===== src/rtl/ppt_pkg.sv =====
`timescale 1ns / 1ps
// ============================================================================
// ppt_pkg: shared types and constants of the page table translation block
// Field widths, table geometry and the request and status codes.
// ============================================================================
package ppt_pkg;

    // Table geometry.
    localparam int ENTRIES = 64;
    localparam int IDX_W   = $clog2(ENTRIES);
    localparam int CNT_W   = $clog2(ENTRIES + 1);

    // Field widths.
    localparam int PID_W   = 16;
    localparam int PAGE_W  = 20;
    localparam int VA_W    = 31;
    localparam int PS_W    = 17;
    localparam int PA_W    = 22;
    localparam int STAT_W  = 2;
    localparam int DCNT_W  = $clog2(VA_W);

    // Stream payload widths, padded to whole bytes.
    localparam int S_DATA_W = ((PID_W + PAGE_W + VA_W + 7) / 8) * 8;
    localparam int M_DATA_W = ((IDX_W + PA_W + 7) / 8) * 8;
    localparam int M_USER_W = STAT_W + 1;

    localparam logic [PS_W-1:0] PAGE_BYTES_RST = PS_W'(4096);

    // Request kinds.
    localparam logic REQ_MAP       = 1'b0;
    localparam logic REQ_TRANSLATE = 1'b1;

    // Result status codes.
    localparam logic [STAT_W-1:0] ST_NEW  = 2'd0;
    localparam logic [STAT_W-1:0] ST_OLD  = 2'd1;
    localparam logic [STAT_W-1:0] ST_FULL = 2'd2;
    localparam logic [STAT_W-1:0] ST_MISS = 2'd3;

    // Sequencer states, one-hot.
    typedef enum logic [3:0] {
        S_IDLE = 4'b0001,
        S_DIV  = 4'b0010,
        S_SCAN = 4'b0100,
        S_DONE = 4'b1000
    } t_state;

    // Divider handshake seen from the sequencer.
    typedef struct packed {
        logic busy;
        logic done;
    } t_div_stat;

endpackage


===== src/rtl/ppt_divider.sv =====
`timescale 1ns / 1ps
// ============================================================================
// ppt_divider: iterative restoring divider
// Produces one quotient bit per cycle by a shared subtract and compare.
// ============================================================================
module ppt_divider
    import ppt_pkg::*;
(
    input  logic             i_clk,
    input  logic             i_rst_n,
    input  logic             i_start,
    input  logic [VA_W-1:0]  i_dividend,
    input  logic [PS_W-1:0]  i_divisor,
    output t_div_stat        o_stat,
    output logic [VA_W-1:0]  o_quotient,
    output logic [PS_W-1:0]  o_remainder
);

    logic              r_busy, n_busy;
    logic              r_done, n_done;
    logic [DCNT_W-1:0] r_cnt, n_cnt;
    logic [VA_W-1:0]   r_quo, n_quo;
    logic [PS_W-1:0]   r_rem, n_rem;
    logic [PS_W-1:0]   r_div, n_div;
    logic [PS_W:0]     trial;
    logic [PS_W:0]     diff;

    // The trial remainder is one bit wider than the divisor.
    assign trial = {r_rem, r_quo[VA_W-1]};
    assign diff  = trial - {1'b0, r_div};

    always_comb begin
        n_busy = r_busy;
        n_done = 1'b0;
        n_cnt  = r_cnt;
        n_quo  = r_quo;
        n_rem  = r_rem;
        n_div  = r_div;
        if (i_start) begin
            n_busy = 1'b1;
            n_cnt  = DCNT_W'(VA_W - 1);
            n_quo  = i_dividend;
            n_rem  = '0;
            n_div  = i_divisor;
        end else if (r_busy) begin
            if (trial >= {1'b0, r_div}) begin
                n_rem = diff[PS_W-1:0];
                n_quo = {r_quo[VA_W-2:0], 1'b1};
            end else begin
                n_rem = trial[PS_W-1:0];
                n_quo = {r_quo[VA_W-2:0], 1'b0};
            end
            n_cnt = r_cnt - 1'b1;
            if (r_cnt == '0) begin
                n_busy = 1'b0;
                n_done = 1'b1;
            end
        end
    end

    always_ff @(posedge i_clk) begin
        if (!i_rst_n) begin
            r_busy <= 1'b0;
            r_done <= 1'b0;
            r_cnt  <= '0;
        end else begin
            r_busy <= n_busy;
            r_done <= n_done;
            r_cnt  <= n_cnt;
        end
        r_quo <= n_quo;
        r_rem <= n_rem;
        r_div <= n_div;
    end

    assign o_stat.busy = r_busy;
    assign o_stat.done = r_done;
    assign o_quotient  = r_quo;
    assign o_remainder = r_rem;

endmodule


===== src/rtl/ppt_key_ram.sv =====
`timescale 1ns / 1ps
// ============================================================================
// ppt_key_ram: key store of the page table
// One write port and one registered read port for the pid and page of each frame.
// ============================================================================
module ppt_key_ram
    import ppt_pkg::*;
(
    input  logic              i_clk,
    input  logic              i_we,
    input  logic [IDX_W-1:0]  i_waddr,
    input  logic [PID_W-1:0]  i_wpid,
    input  logic [PAGE_W-1:0] i_wpage,
    input  logic [IDX_W-1:0]  i_raddr,
    output logic [PID_W-1:0]  o_rpid,
    output logic [PAGE_W-1:0] o_rpage
);

    logic [PID_W+PAGE_W-1:0] r_mem [ENTRIES];
    logic [PID_W+PAGE_W-1:0] r_rdata;

    always_ff @(posedge i_clk) begin
        if (i_we) begin
            r_mem[i_waddr] <= {i_wpid, i_wpage};
        end
        r_rdata <= r_mem[i_raddr];
    end

    assign o_rpid  = r_rdata[PID_W+PAGE_W-1:PAGE_W];
    assign o_rpage = r_rdata[PAGE_W-1:0];

endmodule


===== src/rtl/pid_page_table_translate.sv =====
`timescale 1ns / 1ps
// ============================================================================
// pid_page_table_translate: pid-tagged page table with address translation
// Maps (pid, page) keys to frames and translates virtual addresses.
// ============================================================================
// Usage. Requests enter on the s_axis channel: tuser selects map (0) or
// translate (1), tdata carries pid, page number and virtual address. Every
// request yields exactly one response on the m_axis channel: tuser carries
// status and hit, tdata carries frame number and physical address.
// Frames are handed out in order and never freed, so an entry is valid
// exactly when its index is below the count of used frames.
// Timing. The block works on one request at a time and s_axis_tready is high
// only while the sequencer is idle. A map request scans the key memory one
// entry per cycle through its registered read port. A translate request first
// runs the iterative divider to split the address into page number and offset,
// then the same scan.
// Stalls. A finished response sits in the output register until m_axis_tready
// takes it; the next request is still accepted meanwhile and waits for the
// output register only at its end. Reset clears the frame count (emptying the
// table), the sequencer and the output valid, and sets the page size to 4096.
// The page size port may be written only while the block is idle.
// ============================================================================
module pid_page_table_translate
    import ppt_pkg::*;
(
    input  logic                i_clk,
    input  logic                i_rst_n,
    // Page size register write port.
    input  logic                i_cfg_we,
    input  logic [PS_W-1:0]     i_cfg_wdata,
    // Request channel.
    input  logic                s_axis_tvalid,
    output logic                s_axis_tready,
    // tdata: pid [15:0], vpage [35:16], vaddr [66:36], zero pad.
    input  logic [S_DATA_W-1:0] s_axis_tdata,
    // tuser: req_type.
    input  logic                s_axis_tuser,
    // Response channel.
    output logic                m_axis_tvalid,
    input  logic                m_axis_tready,
    // tdata: frame_number [5:0], physical_address [27:6], zero pad.
    output logic [M_DATA_W-1:0] m_axis_tdata,
    // tuser: status [1:0], hit [2].
    output logic [M_USER_W-1:0] m_axis_tuser
);

    // Configuration and table state.
    logic [PS_W-1:0]   r_page_bytes;
    logic [CNT_W-1:0]  r_frames_used, n_frames_used;

    // Sequencer and request context.
    t_state            r_state, n_state;
    logic              r_req, n_req;
    logic [PID_W-1:0]  r_pid, n_pid;
    logic [PAGE_W-1:0] r_key_page, n_key_page;
    logic [VA_W-1:0]   r_va, n_va;
    logic [PS_W-1:0]   r_off, n_off;
    logic [CNT_W-1:0]  r_idx, n_idx;
    logic              r_pend, n_pend;
    logic              r_found, n_found;
    logic [IDX_W-1:0]  r_frame, n_frame;

    // Output register.
    logic              r_out_valid, n_out_valid;
    logic [STAT_W-1:0] r_out_status, n_out_status;
    logic              r_out_hit, n_out_hit;
    logic [IDX_W-1:0]  r_out_frame, n_out_frame;
    logic [PA_W-1:0]   r_out_phys, n_out_phys;

    // Datapath signals.
    logic [PS_W-1:0]       ps_eff;
    logic                  div_start;
    t_div_stat             div_stat;
    logic [VA_W-1:0]       div_quo;
    logic [PS_W-1:0]       div_rem;
    logic                  ram_we;
    logic [PID_W-1:0]      ram_pid;
    logic [PAGE_W-1:0]     ram_page;
    logic [IDX_W+PS_W-1:0] frame_base;
    logic [IDX_W+PS_W:0]   phys_sum;
    logic                  key_match;
    logic                  table_full;

    // A zero page size behaves as a page of one byte.
    assign ps_eff = (r_page_bytes == '0) ? PS_W'(1) : r_page_bytes;

    ppt_divider u_div (
        .i_clk       (i_clk),
        .i_rst_n     (i_rst_n),
        .i_start     (div_start),
        .i_dividend  (r_va),
        .i_divisor   (ps_eff),
        .o_stat      (div_stat),
        .o_quotient  (div_quo),
        .o_remainder (div_rem)
    );

    ppt_key_ram u_ram (
        .i_clk   (i_clk),
        .i_we    (ram_we),
        .i_waddr (r_frames_used[IDX_W-1:0]),
        .i_wpid  (r_pid),
        .i_wpage (r_key_page),
        .i_raddr (r_idx[IDX_W-1:0]),
        .o_rpid  (ram_pid),
        .o_rpage (ram_page)
    );

    assign key_match  = (ram_pid == r_pid) && (ram_page == r_key_page);
    assign table_full = (r_frames_used >= CNT_W'(ENTRIES));

    // Translation result: frame scaled by page size plus the page offset,
    // wrapped to the physical address width.
    assign frame_base = r_frame * ps_eff;
    assign phys_sum   = {1'b0, frame_base} + (IDX_W + PS_W + 1)'(r_off);

    always_comb begin
        n_state       = r_state;
        n_req         = r_req;
        n_pid         = r_pid;
        n_key_page    = r_key_page;
        n_va          = r_va;
        n_off         = r_off;
        n_idx         = r_idx;
        n_pend        = r_pend;
        n_found       = r_found;
        n_frame       = r_frame;
        n_frames_used = r_frames_used;
        n_out_valid   = r_out_valid && !m_axis_tready;
        n_out_status  = r_out_status;
        n_out_hit     = r_out_hit;
        n_out_frame   = r_out_frame;
        n_out_phys    = r_out_phys;
        div_start     = 1'b0;
        ram_we        = 1'b0;

        case (r_state)
            S_IDLE: begin
                if (s_axis_tvalid) begin
                    n_req      = s_axis_tuser;
                    n_pid      = s_axis_tdata[PID_W-1:0];
                    n_key_page = s_axis_tdata[PID_W+PAGE_W-1:PID_W];
                    n_va       = s_axis_tdata[PID_W+PAGE_W+VA_W-1:PID_W+PAGE_W];
                    n_off      = '0;
                    n_idx      = '0;
                    n_pend     = 1'b0;
                    n_found    = 1'b0;
                    n_frame    = '0;
                    n_state    = (s_axis_tuser == REQ_MAP) ? S_SCAN : S_DIV;
                end
            end
            S_DIV: begin
                // The divider starts on the first cycle here, once r_va holds.
                if (!div_stat.busy && !div_stat.done && r_idx == '0 && !r_pend) begin
                    div_start = 1'b1;
                    n_pend    = 1'b1;
                end else if (div_stat.done) begin
                    n_pend     = 1'b0;
                    n_key_page = div_quo[PAGE_W-1:0];
                    n_off      = div_rem;
                    // A page number beyond the key width can never match.
                    n_state    = (div_quo[VA_W-1:PAGE_W] != '0) ? S_DONE : S_SCAN;
                end
            end
            S_SCAN: begin
                // Reads are issued one per cycle; the data of the previous
                // read is compared while the next address goes out.
                if (r_pend && key_match) begin
                    n_found = 1'b1;
                    n_frame = IDX_W'(r_idx - 1'b1);
                    n_pend  = 1'b0;
                    n_state = S_DONE;
                end else if (r_idx < r_frames_used) begin
                    n_idx  = r_idx + 1'b1;
                    n_pend = 1'b1;
                end else begin
                    n_pend = 1'b0;
                    if (!r_pend) begin
                        n_state = S_DONE;
                    end
                end
            end
            S_DONE: begin
                if (!r_out_valid || m_axis_tready) begin
                    n_out_valid  = 1'b1;
                    n_out_hit    = 1'b0;
                    n_out_frame  = '0;
                    n_out_phys   = '0;
                    if (r_req == REQ_MAP) begin
                        if (r_found) begin
                            n_out_status = ST_OLD;
                            n_out_frame  = r_frame;
                        end else if (table_full) begin
                            n_out_status = ST_FULL;
                        end else begin
                            n_out_status  = ST_NEW;
                            n_out_frame   = r_frames_used[IDX_W-1:0];
                            ram_we        = 1'b1;
                            n_frames_used = r_frames_used + 1'b1;
                        end
                    end else if (r_found) begin
                        n_out_status = ST_NEW;
                        n_out_hit    = 1'b1;
                        n_out_frame  = r_frame;
                        n_out_phys   = phys_sum[PA_W-1:0];
                    end else begin
                        n_out_status = ST_MISS;
                    end
                    n_state = S_IDLE;
                end
            end
            default: begin
                n_state = S_IDLE;
            end
        endcase
    end

    always_ff @(posedge i_clk) begin
        if (!i_rst_n) begin
            r_state       <= S_IDLE;
            r_page_bytes  <= PAGE_BYTES_RST;
            r_frames_used <= '0;
            r_out_valid   <= 1'b0;
            r_idx         <= '0;
            r_pend        <= 1'b0;
            r_found       <= 1'b0;
        end else begin
            r_state       <= n_state;
            r_frames_used <= n_frames_used;
            r_out_valid   <= n_out_valid;
            r_idx         <= n_idx;
            r_pend        <= n_pend;
            r_found       <= n_found;
            if (i_cfg_we) begin
                r_page_bytes <= i_cfg_wdata;
            end
        end
        r_req        <= n_req;
        r_pid        <= n_pid;
        r_key_page   <= n_key_page;
        r_va         <= n_va;
        r_off        <= n_off;
        r_frame      <= n_frame;
        r_out_status <= n_out_status;
        r_out_hit    <= n_out_hit;
        r_out_frame  <= n_out_frame;
        r_out_phys   <= n_out_phys;
    end

    assign s_axis_tready = (r_state == S_IDLE);
    assign m_axis_tvalid = r_out_valid;
    assign m_axis_tdata  = M_DATA_W'({r_out_phys, r_out_frame});
    assign m_axis_tuser  = {r_out_hit, r_out_status};

    // The frame count never passes the table size.
    a_frames_bounded: assert property (@(posedge i_clk) disable iff (!i_rst_n)
        r_frames_used <= CNT_W'(ENTRIES))
        else $error("frame count beyond table size");

    // A table-full response is only given when every frame is used.
    a_full_only_when_full: assert property (@(posedge i_clk) disable iff (!i_rst_n)
        (m_axis_tvalid && m_axis_tuser[STAT_W-1:0] == ST_FULL) |-> table_full)
        else $error("table full reported with free frames");

    // A hit always carries the success status.
    a_hit_status: assert property (@(posedge i_clk) disable iff (!i_rst_n)
        (m_axis_tvalid && m_axis_tuser[STAT_W]) |-> (m_axis_tuser[STAT_W-1:0] == ST_NEW))
        else $error("hit with non-success status");

    // The scan pointer never runs past the used frames.
    a_scan_bounded: assert property (@(posedge i_clk) disable iff (!i_rst_n)
        (r_state == S_SCAN) |-> (r_idx <= r_frames_used))
        else $error("scan pointer beyond used frames");

    // The frame count only grows while a map response is produced.
    a_count_on_map: assert property (@(posedge i_clk) disable iff (!i_rst_n)
        (r_frames_used != $past(r_frames_used)) |->
            ($past(r_state) == S_DONE && $past(r_req) == REQ_MAP))
        else $error("frame count changed outside a map request");

endmodule

===== config.mk =====
export PLATFORM = sky130hd
export DESIGN_NAME = pid_page_table_translate
export DESIGN_NICKNAME = d
export VERILOG_FILES = /design/src/rtl/ppt_pkg.sv /design/src/rtl/ppt_divider.sv /design/src/rtl/ppt_key_ram.sv /design/src/rtl/pid_page_table_translate.sv
export SDC_FILE = /design/constraint.sdc
export NUM_CORES = 2
export LEC_CHECK = 0
export BUFFER_PORTS_ARGS = -buffer_cell sky130_fd_sc_hd__buf_2
export CAP_MARGIN = 30
export CORE_ASPECT_RATIO = 0.6
export CORE_MARGIN = 5
export CORE_UTILIZATION = 55
export CTS_BUF_LIST = sky130_fd_sc_hd__clkbuf_4 sky130_fd_sc_hd__clkbuf_8
export CTS_CLUSTER_SIZE = 8
export DETAILED_ROUTE_END_ITERATION = 8
export PLACE_DENSITY = 0.77
export SYNTH_ARGS = -nofsm -noshare
export SYNTH_HDL_FRONTEND = slang
export SYNTH_SLANG_ARGS = --single-unit

===== constraint.sdc =====
create_clock -name i_clk -period 10.1 [get_ports i_clk]
set_clock_uncertainty 0.2 [all_clocks]
set_input_delay 1.01 -clock i_clk [delete_from_list [all_inputs] [get_ports i_clk]]
set_output_delay 1.01 -clock i_clk [all_outputs]
set_load 0.1 [all_outputs]

==> metrics.txt <==
run status=finished clean; fillers=12210; std cell rows=122; first-pass GRT wire length=358000 um; clk_lat worst skew=0.93 ns; Num CTS Buffers=370; Final Cell Area=0.1129 sq mm; initial antenna violation count=24; total gr overflow=0; number of global-route vias before repair=50710; Root Buffer=clkbuf_8; setup TNS=0 ns; Hold Fails Final Rpt=0; non-filler instance count after layout=7741; Final setup viols=0; worst setup path category=reg -> reg; Final Max Slew Viols=0; DRT iter0 DRCs=8481; antenna-violating nets left=0; Clock Path Buffers=4; Max Freq=151.8 MHz; width of the chip=565.9 um; Post-Place Cells=7199; Synth warnings=0; Area Overhead vs Synth=10.65%; Post-Synthesis Cells=4697; # DRC=0; Least-Margin Pin Slew=1.061 ns; initial core utilization=55.31%; wire length per cell=32.34 um; fin nets=5356; CP required=10.54 ns; dominant synthesized flop cell=edfxtp_1; critical path fanouts, max=9; gr usage total=25.62%; Post-DP Area=0.1063 sq mm; max_cap viols=0; post-DP HPWL=136600 um; leakage=35.37 nW; via count=51130; pin count of the biggest net entering global routing=157; final wirelength=250300 um; Mapped Area=0.1020 sq mm; RSZ-0062 raised after global routing=false; asr flop ratio synth=0%; Via-to-Cell Ratio=6.605; kind of start point of the critical path=register; Post-synth EDFFs=2474; pwr/cell area=189.3 mW/mm^2; period utilization=65.23%; CP arrival=7.03 ns; crit end category=register; share of cells above drive strength 1=30.61%; flops & latches, synth=2572; GP Congestion=0.8633; cts repair resizes=0; CTS H-tree lvls=5; worst hold-check path type=in -> reg; clk slew on worst S/H paths=0.07 ns; clk sinks=2572; Core Box Area=0.1844 sq mm; minimum clock period=6.588 ns; boundary pin count=132; Worst VDD drop=186.6 uV; syn avg cell area=21.71 sq um; TritonCTS clock tree=done; die area=0.1944 sq mm; number of distinct library cells after synthesis=69; port bufs=122; Pwr Total=21.37 mW; Slew headroom=29.28%; sequential area share after synthesis=74.76%; die height=343.6 um; drt pass-1 iters=7
-- sequential cells by signal, summed over array words and instances (netlist names), 20 cells and up --
signal and cells:
u_ram.r_mem 2304, u_ram.r_rdata 36, r_va 31, u_div.o_quotient 31
r_out_phys 22, r_key_page 20
-- cells by family after synthesis --
kind of cell	after synthesis	share of synthesized area, %
AO/OA/AOI/OAI	151	0.9054
buffers and inverters	355	1.459
XOR/XNOR	75	0.6441
multiplexers	787	17.00
AND/OR/NAND/NOR	612	2.906
adder cells (fa/ha/maj)	144	2.319
flip-flops	2572	74.76
other	1	0.003677
-- synthesized netlist by cell type (all sizes together), types with 3 or more instances --
master	count	area share, %
a211oi	8	0.059
a21o	9	0.066
a21oi	47	0.23
a31oi	12	0.074
and2	113	0.69
and3	5	0.031
buf	92	0.49
clkbuf	147	0.54
clkinv	3	0.011
dfxtp	98	1.9
edfxtp	2474	73
fa	75	1.5
ha	69	0.85
inv	113	0.42
mux2i	30	0.29
mux4	756	17
nand2	235	0.86
nand2b	8	0.049
nand3	26	0.13
nand3b	4	0.029
nand4	10	0.061
nor2	131	0.48
nor2b	10	0.061
nor3	16	0.083
nor3b	3	0.022
nor4	17	0.10
nor4b	8	0.090
o211ai	3	0.022
o21a	6	0.044
o21ai	39	0.19
o21bai	5	0.037
o31ai	4	0.029
or2	3	0.018
or3	8	0.049
or4	5	0.037
or4b	3	0.033
xnor2	25	0.21
xor2	50	0.43
-- worst max-delay path: stages, from the launching register on --
cell and delay (ns):
dfxtp_1 0.41, or4_1 0.55, o31ai_1 0.79, nand2_1 0.19
fa_1 0.42, inv_1 0.11, fa_1 0.47, fa_1 0.52
fa_1 0.42, ha_1 0.34, o21a_1 0.19, o2111ai_1 0.14
o21ai_0 0.57, a31oi_1 0.27, a21oi_1 0.40, mux2i_1 0.24
nand4_1 0.08
-- worst paths after layout --
check             depth (start not counted)  slack, ns                             end                          from
setup / recovery                         16       3.51    r_out_phys[19]$_SDFFCE_PN0P_  r_page_bytes[1]$_SDFFE_PN0P_
hold / removal                            1       0.08              r_va[17]$_DFFE_PP_              s_axis_tdata[53]
setup reg to reg                         16       3.51    r_out_phys[19]$_SDFFCE_PN0P_  r_page_bytes[1]$_SDFFE_PN0P_
hold reg to reg                           2       0.29  u_div.o_quotient[21]$_DFFE_PP_            r_va[21]$_DFFE_PP_
-- layout by cell type, fill, tap and decap left out, drive strengths merged, types with 17 or more instances in the layout --
master,instances
dlygate4sd3,25
mux4,756
mux2i,30
clkbuf,489
fa,75
inv,121
ha,69
nor4,17
a21oi,47
and2,113
buf,259
o21ai,39
xor2,50
dfxtp,98
xnor2,25
edfxtp,2474
nand3,26
nor2,131
nand2,235
-- per-layer routing --
layer  global-route usage [%]  wire (um)  vias up
met2                    34.89     106500     4063
li1                         -          -    20010
met4                    5.242       4284        6
met5                        0         46        -
met3                    10.66      43090      383
met1                    39.29      96400    26670
-- power breakdown --
part	internal, mW	leakage [nW]	switching (mW)
sequential	12.2	23.1	0.120
combinational	0.463	8.94	1.14
clock	3.82	3.29	3.67
total	16.4	35.4	4.93
-- cell type report --
class	instances	area, sq um	area share, %
antenna	8	20.02	0.01774
clock buffer	489	6067	5.376
clock inverter	19	152.6	0.1353
inverter	116	435.4	0.3858
multi-input combinational	1773	24750	21.93
sequential	2572	76270	67.58
tap	2480	3103	2.749
timing repair buffer	284	2057	1.823
-- repair_timing --
| action | 4_1_cts | 5_1_grt |
|---|---|---|
| setup buffers | 0 | 0 |
| hold buffers | 25 | 0 |
| hold endpoints to repair | 25 | 0 |
-- metrics by stage --
step	hold WS [ns]	setup slack, ns	utilization [%]
6_report	0.07918	3.512	61.20
4_1_cts	0.002059	3.666	61.18
3_5_place_dp	0.2912	3.683	57.67
3_3_place_gp	0.2846	3.802	57.61
2_1_floorplan	0.2604	4.733	-
5_1_grt	0.009755	3.286	61.19
Note: power is estimated with default switching activity, not from simulation.
